**src/design/msw_pkg.sv**
```systemverilog
`timescale 1ns / 1ps
// ----------------------------------------------------------------------------
// msw_pkg: shared types and constants of the model switch step
// payload structs, controller/datapath interface structs, fixed-point
// constants of the exponential and the reciprocal table of the term divide
// ----------------------------------------------------------------------------
package msw_pkg;

  localparam int MAX_MODELS = 16;
  localparam int MIN_MODELS = 2;
  localparam int RAND_BITS  = 16;
  localparam int IDX_W      = 4;
  localparam int CNT_W      = 5;
  localparam int DELTA_W    = 24;
  localparam int STEP_W     = 4;
  localparam int QUOT_BITS  = 6;   // quotient bits of the ln2 range reduction
  localparam int EXP_TERMS  = 12;  // taylor terms after the constant one
  localparam int CMP_SHIFT  = 24 - RAND_BITS;

  localparam logic [31:0] LN2_Q32   = 32'd2977044472;
  localparam logic [36:0] XO_OFFSET = 37'd71449067328;  // 24 * ln2 in q32
  localparam logic [31:0] E_MAX     = 32'hFFFF_FFFF;
  localparam logic signed [DELTA_W-1:0] DELTA_HI = 24'sd1048576;  // 16.0
  localparam logic signed [DELTA_W-1:0] DELTA_LO = -24'sd393216;  // -6.0

  typedef struct packed {
    logic [RAND_BITS-1:0]      step_rand;
    logic [RAND_BITS-1:0]      accept_rand;
    logic signed [DELTA_W-1:0] action_delta;
  } in_t;

  typedef struct packed {
    logic             accepted;
    logic [IDX_W-1:0] proposed_model;
    logic [IDX_W-1:0] model_index;
  } out_t;

  typedef struct packed {
    logic              load;
    logic              red;
    logic              mul_term;
    logic              mul_recip;
    logic              fix;
    logic              exp_fin;
    logic              wb;
    logic [STEP_W-1:0] step;
  } cmd_t;

  typedef struct packed {
    logic bypass;
    logic out_free;
  } sts_t;

  // floor(2^32 / k), saturated for k of one; estimate is low by at most one
  function automatic logic [31:0] recip_q32(input logic [3:0] k);
    logic [31:0] r;
    unique case (k)
      4'd2:    r = 32'h8000_0000;
      4'd3:    r = 32'h5555_5555;
      4'd4:    r = 32'h4000_0000;
      4'd5:    r = 32'h3333_3333;
      4'd6:    r = 32'h2AAA_AAAA;
      4'd7:    r = 32'h2492_4924;
      4'd8:    r = 32'h2000_0000;
      4'd9:    r = 32'h1C71_C71C;
      4'd10:   r = 32'h1999_9999;
      4'd11:   r = 32'h1745_D174;
      4'd12:   r = 32'h1555_5555;
      default: r = 32'hFFFF_FFFF;
    endcase
    return r;
  endfunction

endpackage

```
**src/design/msw_ctrl.sv**
```systemverilog
`timescale 1ns / 1ps
// ----------------------------------------------------------------------------
// msw_ctrl: sequencer of the model switch step
// walks the range reduction, the taylor loop, the exponential finish and
// the write-back, issuing one command set per cycle to the datapath
// ----------------------------------------------------------------------------
module msw_ctrl (
  input  logic          clk_i,
  input  logic          rst_ni,
  input  logic          in_valid_i,
  output logic          in_ready_o,
  input  msw_pkg::sts_t sts_i,
  output msw_pkg::cmd_t cmd_o
);

  typedef enum logic [6:0] {
    S_IDLE = 7'b0000001,
    S_RED  = 7'b0000010,
    S_MUL  = 7'b0000100,
    S_DIV  = 7'b0001000,
    S_FIX  = 7'b0010000,
    S_EXP  = 7'b0100000,
    S_WB   = 7'b1000000
  } state_e;

  state_e state_q, state_d;
  logic [msw_pkg::STEP_W-1:0] step_q, step_d;

  always_comb begin
    state_d    = state_q;
    step_d     = step_q;
    cmd_o      = '0;
    cmd_o.step = step_q;
    in_ready_o = 1'b0;
    unique case (state_q)
      S_IDLE: begin
        in_ready_o = 1'b1;
        if (in_valid_i) begin
          cmd_o.load = 1'b1;
          step_d     = '0;
          state_d    = S_RED;
        end
      end
      S_RED: begin
        if (sts_i.bypass) begin
          state_d = S_EXP;
        end else begin
          cmd_o.red = 1'b1;
          if (step_q == msw_pkg::STEP_W'(msw_pkg::QUOT_BITS - 1)) begin
            step_d  = '0;
            state_d = S_MUL;
          end else begin
            step_d = step_q + 1'b1;
          end
        end
      end
      S_MUL: begin
        cmd_o.mul_term = 1'b1;
        state_d        = S_DIV;
      end
      S_DIV: begin
        cmd_o.mul_recip = 1'b1;
        state_d         = S_FIX;
      end
      S_FIX: begin
        cmd_o.fix = 1'b1;
        if (step_q == msw_pkg::STEP_W'(msw_pkg::EXP_TERMS - 1)) begin
          step_d  = '0;
          state_d = S_EXP;
        end else begin
          step_d  = step_q + 1'b1;
          state_d = S_MUL;
        end
      end
      S_EXP: begin
        cmd_o.exp_fin = 1'b1;
        state_d       = S_WB;
      end
      S_WB: begin
        if (sts_i.out_free) begin
          cmd_o.wb = 1'b1;
          state_d  = S_IDLE;
        end
      end
      default: begin
        state_d = S_IDLE;
      end
    endcase
  end

  always_ff @(posedge clk_i or negedge rst_ni) begin
    if (!rst_ni) begin
      state_q <= S_IDLE;
      step_q  <= '0;
    end else begin
      state_q <= state_d;
      step_q  <= step_d;
    end
  end

  a_red_step_range: assert property (@(posedge clk_i) disable iff (!rst_ni)
    (state_q == S_RED) |-> (step_q < msw_pkg::STEP_W'(msw_pkg::QUOT_BITS)))
    else $error("reduction step out of range");

  a_term_step_range: assert property (@(posedge clk_i) disable iff (!rst_ni)
    (state_q == S_MUL || state_q == S_DIV || state_q == S_FIX) |->
    (step_q < msw_pkg::STEP_W'(msw_pkg::EXP_TERMS)))
    else $error("taylor term index out of range");

endmodule

```
**src/design/msw_dp.sv**
```systemverilog
`timescale 1ns / 1ps
// ----------------------------------------------------------------------------
// msw_dp: datapath of the model switch step
// proposal and ratio setup, ln2 range reduction, taylor series on one
// shared multiplier, scaling and the acceptance compare, output register
// ----------------------------------------------------------------------------
module msw_dp (
  input  logic                       clk_i,
  input  logic                       rst_ni,
  input  msw_pkg::cmd_t              cmd_i,
  output msw_pkg::sts_t              sts_o,
  input  msw_pkg::in_t               in_data_i,
  input  logic                       cfg_we_i,
  input  logic [msw_pkg::CNT_W-1:0]  cfg_wdata_i,
  input  logic                       out_ready_i,
  output logic                       out_valid_o,
  output msw_pkg::out_t              out_data_o
);

  // control state
  logic [msw_pkg::CNT_W-1:0] cfg_q, cfg_d;
  logic [msw_pkg::IDX_W-1:0] cur_q, cur_d;
  logic                      out_valid_q, out_valid_d;

  // payload
  msw_pkg::out_t                 out_q, out_d;
  logic [msw_pkg::IDX_W-1:0]     j_q, j_d;
  logic [msw_pkg::CNT_W-1:0]     num_q, num_d, den_q, den_d;
  logic                          ok_q, ok_d, big_q, big_d, neg_q, neg_d;
  logic [msw_pkg::RAND_BITS-1:0] arand_q, arand_d;
  logic [36:0]                   rem_q, rem_d;
  logic [msw_pkg::QUOT_BITS-1:0] m_q, m_d;
  logic [32:0]                   term_q, term_d;
  logic [33:0]                   sum_q, sum_d;
  logic [64:0]                   prod_q, prod_d;
  logic [31:0]                   p_q, p_d;
  logic [31:0]                   e_q, e_d;

  // setup from the incoming transaction
  logic [msw_pkg::CNT_W-1:0]               n_eff, nm1, cur_x;
  logic [msw_pkg::RAND_BITS+msw_pkg::IDX_W-1:0] up_lhs;
  logic                                    up;
  logic signed [40:0]                      xo_full;

  always_comb begin
    if (cfg_q < msw_pkg::CNT_W'(msw_pkg::MIN_MODELS)) begin
      n_eff = msw_pkg::CNT_W'(msw_pkg::MIN_MODELS);
    end else if (cfg_q > msw_pkg::CNT_W'(msw_pkg::MAX_MODELS)) begin
      n_eff = msw_pkg::CNT_W'(msw_pkg::MAX_MODELS);
    end else begin
      n_eff = cfg_q;
    end
  end

  assign nm1    = n_eff - 1'b1;
  assign cur_x  = {1'b0, cur_q};
  assign up_lhs = in_data_i.step_rand * nm1[msw_pkg::IDX_W-1:0];
  assign up     = up_lhs >= {cur_q, {msw_pkg::RAND_BITS{1'b0}}};
  assign xo_full = $signed({4'b0, msw_pkg::XO_OFFSET})
                 - $signed({in_data_i.action_delta[msw_pkg::DELTA_W-1],
                            in_data_i.action_delta, 16'b0});

  // range reduction step: one quotient bit of x / ln2 per cycle
  logic [2:0]  red_bit;
  logic [36:0] trial;
  assign red_bit = 3'(msw_pkg::QUOT_BITS - 1) - cmd_i.step[2:0];
  assign trial   = {5'b0, msw_pkg::LN2_Q32} << red_bit;

  // shared multiplier
  logic [32:0] mul_a;
  logic [31:0] mul_b;
  logic [3:0]  k;
  assign k = cmd_i.step + 1'b1;

  always_comb begin
    if (cmd_i.mul_recip) begin
      mul_a = {1'b0, prod_q[63:32]};
      mul_b = msw_pkg::recip_q32(k);
    end else begin
      mul_a = term_q;
      mul_b = rem_q[31:0];
    end
  end

  // divide-by-k correction
  logic [31:0] q_est, q_fix;
  logic [35:0] qk, rdiff;
  assign q_est = prod_q[63:32];
  assign qk    = q_est * k;
  assign rdiff = {4'b0, p_q} - qk;
  assign q_fix = (rdiff >= {32'b0, k}) ? q_est + 1'b1 : q_est;

  // scale to q8.24
  logic [5:0]  sh_amt;
  logic [33:0] scaled;
  assign sh_amt = 6'd32 - m_q;
  assign scaled = sum_q >> sh_amt;

  // acceptance test on a common scale
  logic [msw_pkg::RAND_BITS+msw_pkg::CNT_W-1:0] a_prod;
  logic [36:0]                                  lhs, rhs;
  logic                                         acc;
  assign a_prod = arand_q * num_q;
  assign lhs    = 37'({a_prod, {msw_pkg::CMP_SHIFT{1'b0}}});
  assign rhs    = e_q * den_q;
  assign acc    = ok_q && (lhs <= rhs);

  always_comb begin
    cfg_d       = cfg_q;
    cur_d       = cur_q;
    out_valid_d = out_valid_q;
    out_d       = out_q;
    j_d = j_q;  num_d = num_q;  den_d = den_q;
    ok_d = ok_q;  big_d = big_q;  neg_d = neg_q;  arand_d = arand_q;
    rem_d = rem_q;  m_d = m_q;  term_d = term_q;  sum_d = sum_q;
    prod_d = prod_q;  p_d = p_q;  e_d = e_q;

    if (cfg_we_i) begin
      cfg_d = cfg_wdata_i;
    end
    if (out_valid_q && out_ready_i) begin
      out_valid_d = 1'b0;
    end

    if (cmd_i.load) begin
      j_d     = up ? cur_q + 1'b1 : cur_q - 1'b1;
      num_d   = up ? n_eff - 1'b1 - cur_x : cur_x;
      den_d   = up ? cur_x + 1'b1 : n_eff - cur_x;
      ok_d    = cur_x < n_eff;
      big_d   = in_data_i.action_delta > msw_pkg::DELTA_HI;
      neg_d   = in_data_i.action_delta < msw_pkg::DELTA_LO;
      arand_d = in_data_i.accept_rand;
      rem_d   = xo_full[36:0];
      m_d     = '0;
      term_d  = 33'h1_0000_0000;
      sum_d   = 34'h1_0000_0000;
    end
    if (cmd_i.red && (rem_q >= trial)) begin
      rem_d          = rem_q - trial;
      m_d[red_bit]   = 1'b1;
    end
    if (cmd_i.mul_term || cmd_i.mul_recip) begin
      prod_d = mul_a * mul_b;
    end
    if (cmd_i.mul_recip) begin
      p_d = prod_q[63:32];
    end
    if (cmd_i.fix) begin
      term_d = {1'b0, q_fix};
      sum_d  = sum_q + {2'b0, q_fix};
    end
    if (cmd_i.exp_fin) begin
      if (big_q) begin
        e_d = '0;
      end else if (neg_q || (|scaled[33:32])) begin
        e_d = msw_pkg::E_MAX;
      end else begin
        e_d = scaled[31:0];
      end
    end
    if (cmd_i.wb) begin
      out_valid_d          = 1'b1;
      out_d.accepted       = acc;
      out_d.proposed_model = j_q;
      out_d.model_index    = acc ? j_q : cur_q;
      cur_d                = acc ? j_q : cur_q;
    end
  end

  always_ff @(posedge clk_i or negedge rst_ni) begin
    if (!rst_ni) begin
      cfg_q       <= msw_pkg::CNT_W'(msw_pkg::MIN_MODELS);
      cur_q       <= '0;
      out_valid_q <= 1'b0;
    end else begin
      cfg_q       <= cfg_d;
      cur_q       <= cur_d;
      out_valid_q <= out_valid_d;
    end
  end

  always_ff @(posedge clk_i) begin
    out_q <= out_d;
    j_q <= j_d;  num_q <= num_d;  den_q <= den_d;
    ok_q <= ok_d;  big_q <= big_d;  neg_q <= neg_d;  arand_q <= arand_d;
    rem_q <= rem_d;  m_q <= m_d;  term_q <= term_d;  sum_q <= sum_d;
    prod_q <= prod_d;  p_q <= p_d;  e_q <= e_d;
  end

  assign sts_o.bypass   = !ok_q || big_q || neg_q;
  assign sts_o.out_free = !out_valid_q || out_ready_i;
  assign out_valid_o    = out_valid_q;
  assign out_data_o     = out_q;

  a_wb_when_free: assert property (@(posedge clk_i) disable iff (!rst_ni)
    cmd_i.wb |-> (!out_valid_q || out_ready_i))
    else $error("result written over an untaken transaction");

  a_index_only_at_wb: assert property (@(posedge clk_i) disable iff (!rst_ni)
    !cmd_i.wb |=> $stable(cur_q))
    else $error("model index moved outside write-back");

  a_result_consistent: assert property (@(posedge clk_i) disable iff (!rst_ni)
    cmd_i.wb |=> (out_valid_q && (out_q.model_index == cur_q) &&
                  (out_q.accepted ? (cur_q == out_q.proposed_model)
                                  : (cur_q == $past(cur_q)))))
    else $error("result disagrees with the model index");

endmodule

```
**src/design/metropolis_model_switch_step.sv**
```systemverilog
`timescale 1ns / 1ps
// ----------------------------------------------------------------------------
// metropolis_model_switch_step: metropolis-hastings model switch
// proposes a move of one model up or down and accepts it against
// exp(-action_delta) weighted by the transition ratio
// ----------------------------------------------------------------------------
// usage
//   in channel: in_valid_i / in_ready_o with in_data_i (step_rand,
//   accept_rand, action_delta); one transaction gives exactly one result
//   out channel: out_valid_o / out_ready_i with out_data_o (accepted,
//   proposed_model, model_index)
//   config: cfg_we_i writes model_count from cfg_wdata_i;
//   write only while no transaction is in flight
//   sequence: six ln2 reduction steps, then twelve taylor terms of three
//   steps each (term multiply, reciprocal multiply, fix) on one multiplier,
//   then the finish and the write-back; when the exponential is constant
//   (delta above 16 or below -6) or the index lies outside the model count,
//   the reduction and taylor steps are skipped
//   a new transaction is accepted only once the last one is written back
//   reset: model index 0, model_count 2, output register empty
//   stall: the output register holds a result until taken; the next
//   transaction is accepted meanwhile and waits at write-back
// ----------------------------------------------------------------------------
module metropolis_model_switch_step (
  input  logic                      clk_i,
  input  logic                      rst_ni,
  input  logic                      in_valid_i,
  output logic                      in_ready_o,
  input  msw_pkg::in_t              in_data_i,
  output logic                      out_valid_o,
  input  logic                      out_ready_i,
  output msw_pkg::out_t             out_data_o,
  input  logic                      cfg_we_i,
  input  logic [msw_pkg::CNT_W-1:0] cfg_wdata_i
);

  // command and status between sequencer and datapath
  msw_pkg::cmd_t cmd;
  msw_pkg::sts_t sts;

  msw_ctrl u_ctrl (
    .clk_i      (clk_i),
    .rst_ni     (rst_ni),
    .in_valid_i (in_valid_i),
    .in_ready_o (in_ready_o),
    .sts_i      (sts),
    .cmd_o      (cmd)
  );

  // datapath also owns the model count register and the output register
  msw_dp u_dp (
    .clk_i       (clk_i),
    .rst_ni      (rst_ni),
    .cmd_i       (cmd),
    .sts_o       (sts),
    .in_data_i   (in_data_i),
    .cfg_we_i    (cfg_we_i),
    .cfg_wdata_i (cfg_wdata_i),
    .out_ready_i (out_ready_i),
    .out_valid_o (out_valid_o),
    .out_data_o  (out_data_o)
  );

endmodule

```
**config.mk**
```make
export PLATFORM = sky130hd
export DESIGN_NAME = metropolis_model_switch_step
export DESIGN_NICKNAME = d
export VERILOG_FILES = /design/src/design/msw_pkg.sv /design/src/design/msw_ctrl.sv /design/src/design/msw_dp.sv /design/src/design/metropolis_model_switch_step.sv
export SDC_FILE = /design/constraint.sdc
export NUM_CORES = 2
export LEC_CHECK = 0
export ABC_AREA = 1
export BUFFER_PORTS_ARGS = -buffer_cell sky130_fd_sc_hd__buf_2
export CAP_MARGIN = 20
export CORE_UTILIZATION = 23
export CTS_BUF_LIST = sky130_fd_sc_hd__clkbuf_16
export DETAILED_ROUTE_END_ITERATION = 7
export SETUP_SLACK_MARGIN = 0.02
export SLEW_MARGIN = 20
export SYNTH_ARGS = -nofsm -noshare
export SYNTH_HDL_FRONTEND = slang
export SYNTH_SLANG_ARGS = --single-unit
export TNS_END_PERCENT = 5
```
**constraint.sdc**
```tcl
create_clock -name clk_i -period 10.65 [get_ports clk_i]
set_input_delay 2.13 -clock clk_i [delete_from_list [all_inputs] [get_ports clk_i]]
set_output_delay 2.13 -clock clk_i [all_outputs]
set_load 0.03 [all_outputs]
```
==> results.md <==
- Port Buf Inserts: 76
- Antenna violations before repair: 15
- HPWL after detailed placement: around 190000 um
- Post-route ant nets: 0
- Most numerous cell types in the synthesized netlist: sky130_fd_sc_hd__nand2_1, sky130_fd_sc_hd__inv_1, sky130_fd_sc_hd__fa_1, sky130_fd_sc_hd__nor2_1, sky130_fd_sc_hd__ha_1
- Most instantiated flip-flop cell in the synthesis netlist: sky130_fd_sc_hd__edfxtp_1
- Register area share after synthesis: between 10% and 20%
- Vias: about 59000
- Area taken by flip-flops and latches: around 7800 um^2
- Class of the tightest hold or removal check: reg -> reg
- First DRT Iteration DRCs: roughly 5100
- Post-synth design cell area: a little under 70000 um^2
- Critical Path Slowest Stage Cell: sky130_fd_sc_hd__inv_1
- Number of instances in the synthesized netlist: just over 9000
- Startpoint type of the worst setup path: flop
- Setup Crit Path Kind: reg -> reg
- Number of I/O pins: 77
- Core Region: about 300000 um^2
- Top-area cell type share of the netlist area: about 35%
- Count of final max-slew check failures: 0
- Fillers: approximately 32000
- Master cell of the clock root buffer: sky130_fd_sc_hd__clkbuf_16
- Largest net degree at the start of global routing: 67
- First-pass GRT wire length: between 300000 and 400000 um
- Hold violation total from the final report: 0
- Time the worst path needs with I/O delays and setup: between 10000 and 15000 ps
- Status: complete, but fails checks
- Count of hold-fix buffers inserted at cts: 0
- Number of maximum-capacitance violations: 0
- Most repeated cell in the gate-level netlist after synthesis: sky130_fd_sc_hd__nand2_1
- Violations in the final reports: DRC
- Crit end category: flop
- Post-synth top area cell: sky130_fd_sc_hd__fa_1
- CTS resizes: 0
- YS warnings: 0
- Flop and latch count out of synthesis: roughly 270
- Buffers inserted by post-CTS timing repair: 0
- DRC Markers: 28
- FFs w/ async S/R, synth: around 8%
- First-pass iteration count of the detailed router: 8
- Max Freq: 99.4 MHz
- Peak fanout along the critical path: 23
- Die boundary height: ~550 um
- Final setup violation count: 0
- Chip width: approximately 550 um
- WL/cell: between 15 and 20 um
- Share of layout cells above drive strength 1: around 4.1%
- Overall routed net length: between 200000 and 250000 um
- Number of buffers created by CTS: 36
- Required time at the endpoint of the critical path: approximately 11000 ps
- Reg-to-reg setup timing slack: just under 600 ps
- Period Utilization, post-route: between 90% and 100%
- Total negative slack for setup checks: 0 ps
- Area Overhead vs Synth: 9.61%
- Per-cell via count in the routed design: 4.51
- Clock Pin Slew Worst Setup and Hold Paths: around 70 ps
- Clock Sinks: between 200 and 300
- TritonCTS clock tree: yes
- Remaining global-route overflow: 0
- Buffer levels on the longest clock path: 3
- Highest cell delay on the worst timing path: 780 ps
- Later-pin clock latency in the skew report: about 620 ps
- Global placement routability congestion: 0.996
- Total routing usage reported by global routing: between 10% and 20%
- Worst-Margin Slew: 1190 ps
- Starting utilization of the core area: 23.1%
- Number of distinct library cells after synthesis: 65
- Total number of nets in the final design: between 10000 and 15000
- Area of combinational cells with multiple inputs: roughly 51000 um^2
- Most prevalent standard cell on the critical path: sky130_fd_sc_hd__fa_1
- Worst clock skew: around 51 ps
- Cell types occupying the most area after synthesis: sky130_fd_sc_hd__fa_1, sky130_fd_sc_hd__nand2_1, sky130_fd_sc_hd__inv_1
- Number of global-route vias before repair: between 50000 and 60000
- Mean Syn Cell Area: around 7.5 um^2
- Count of H-tree levels built during CTS: 2
- Die outline area: 298000 um^2
- WP data arrival: ~10000 ps
- Number of synthesized flops with an enable pin: 238
- FP Rows: approximately 200
- Unrepaired setup endpoints after global routing: no
- Worst slew margin relative to its limit: between 20 and 25%
==> flip-flops by register name, summed over array words and instances (netlist names) <==
register          flops
u_dp.prod_q          32
u_dp.arand_q         16
u_dp.neg_q            1
u_dp.out_data_o       9
u_dp.term_q          33
u_dp.num_q            5
u_dp.den_q            5
u_dp.cfg_q            5
u_ctrl.state_q        7
u_dp.p_q             32
u_ctrl.step_q         4
u_dp.big_q            1
u_dp.out_valid_o      1
u_dp.sum_q           34
u_dp.m_q              6
u_dp.rem_q           34
u_dp.ok_q             1
u_dp.j_q              4
u_dp.e_q             32
u_dp.cur_q            4
==> per-layer routing <==
metal / vias up / GRT usage, % / part of all wire (%)
met1: 28900 / 21.5 / 45
met4: 6 / 4.26 / 3.2
met2: 2103 / 24.5 / 44
met3: 369 / 2.81 / 8.3
met5: - / 0 / 0.020
li1: 27200 / - / -
==> per-stage QoR <==
stage          utilization (%)  worst slack (ps)  area (um^2)  hold WS, ps  std cells
3_3_place_gp              24.9               618        73300          436      12900
5_1_grt                   25.4               239        74600          464      13000
2_1_floorplan                -              1970        68000          424       9078
3_5_place_dp              24.9               752        73400          442      12900
6_report                  25.4               589        74600          446      13000
4_1_cts                   25.3               749        74500          451      13000
==> cell families (layout without fill, tap and decap cells) <==
family	after synthesis	after routing	synth area share (%)
adders and majority gates	1702	1702	44.3
muxes	13	13	0.193
xor gates and xnor gates	179	179	2.32
DFF	266	266	11.5
AOI/OAI and AO/OA	872	872	7.09
and+or+nand+nor	3656	3656	21.3
other	2	5	0.0110
buffers and inverters	2387	2378	13.3
==> worst max-delay path: cells and delay by family, from the launching register on <==
kind | cells | cell delay (ps)
buffers and inverters | 9 | 1770
AND/OR/NAND/NOR | 8 | 1390
XOR/XNOR | 1 | 410
adder cells (fa/ha/maj) | 11 | 5010
flip-flops | 1 | 530
AO/OA/AOI/OAI | 4 | 690
==> path summary, 6_finish.rpt <==
path,startpoint,to,depth (start not counted)
max,u_ctrl.step_q[1]$_DFFE_PN0P_,u_dp.prod_q[41]$_DFFE_PP_,33
min,u_dp.j_q[3]$_DFFE_PP_,u_dp.out_data_o[7]$_DFFE_PP_,0
max reg2reg,u_ctrl.step_q[1]$_DFFE_PN0P_,u_dp.prod_q[41]$_DFFE_PP_,33
min reg2reg,u_dp.j_q[3]$_DFFE_PP_,u_dp.out_data_o[7]$_DFFE_PP_,0
max in group asynchronous,rst_ni,u_dp.out_valid_o$_DFFE_PN0P_,1
min in group asynchronous,rst_ni,u_ctrl.step_q[1]$_DFFE_PN0P_,1
==> cell type report <==
cell class / count / area share, %
repair buffers: 214 / 1.96
well taps: 3919 / 6.58
diodes: 2 / 0.00671
multi-input cells: 6425 / 68.9
clock buffers: 37 / 1.24
flip-flops and latches: 266 / 10.5
clock inverters: 29 / 0.319
inverters: 2098 / 10.6
==> cells in the final DEF, fill, tap and decap left out, drive strengths merged, types with 124 or more instances in the layout <==
cell type / Yosys / routed
a21oi: 352 / 352
nor2: 800 / 800
inv: 2083 / 2091
fa: 1178 / 1178
edfxtp: 238 / 238
nand2: 2418 / 2418
nand3: 259 / 259
xor2: 124 / 124
o21ai: 341 / 341
ha: 524 / 524
buf: 70 / 214
Power is not shown: default switching activity piles up to over one toggle a cycle in this logic, so the estimate is an artifact.
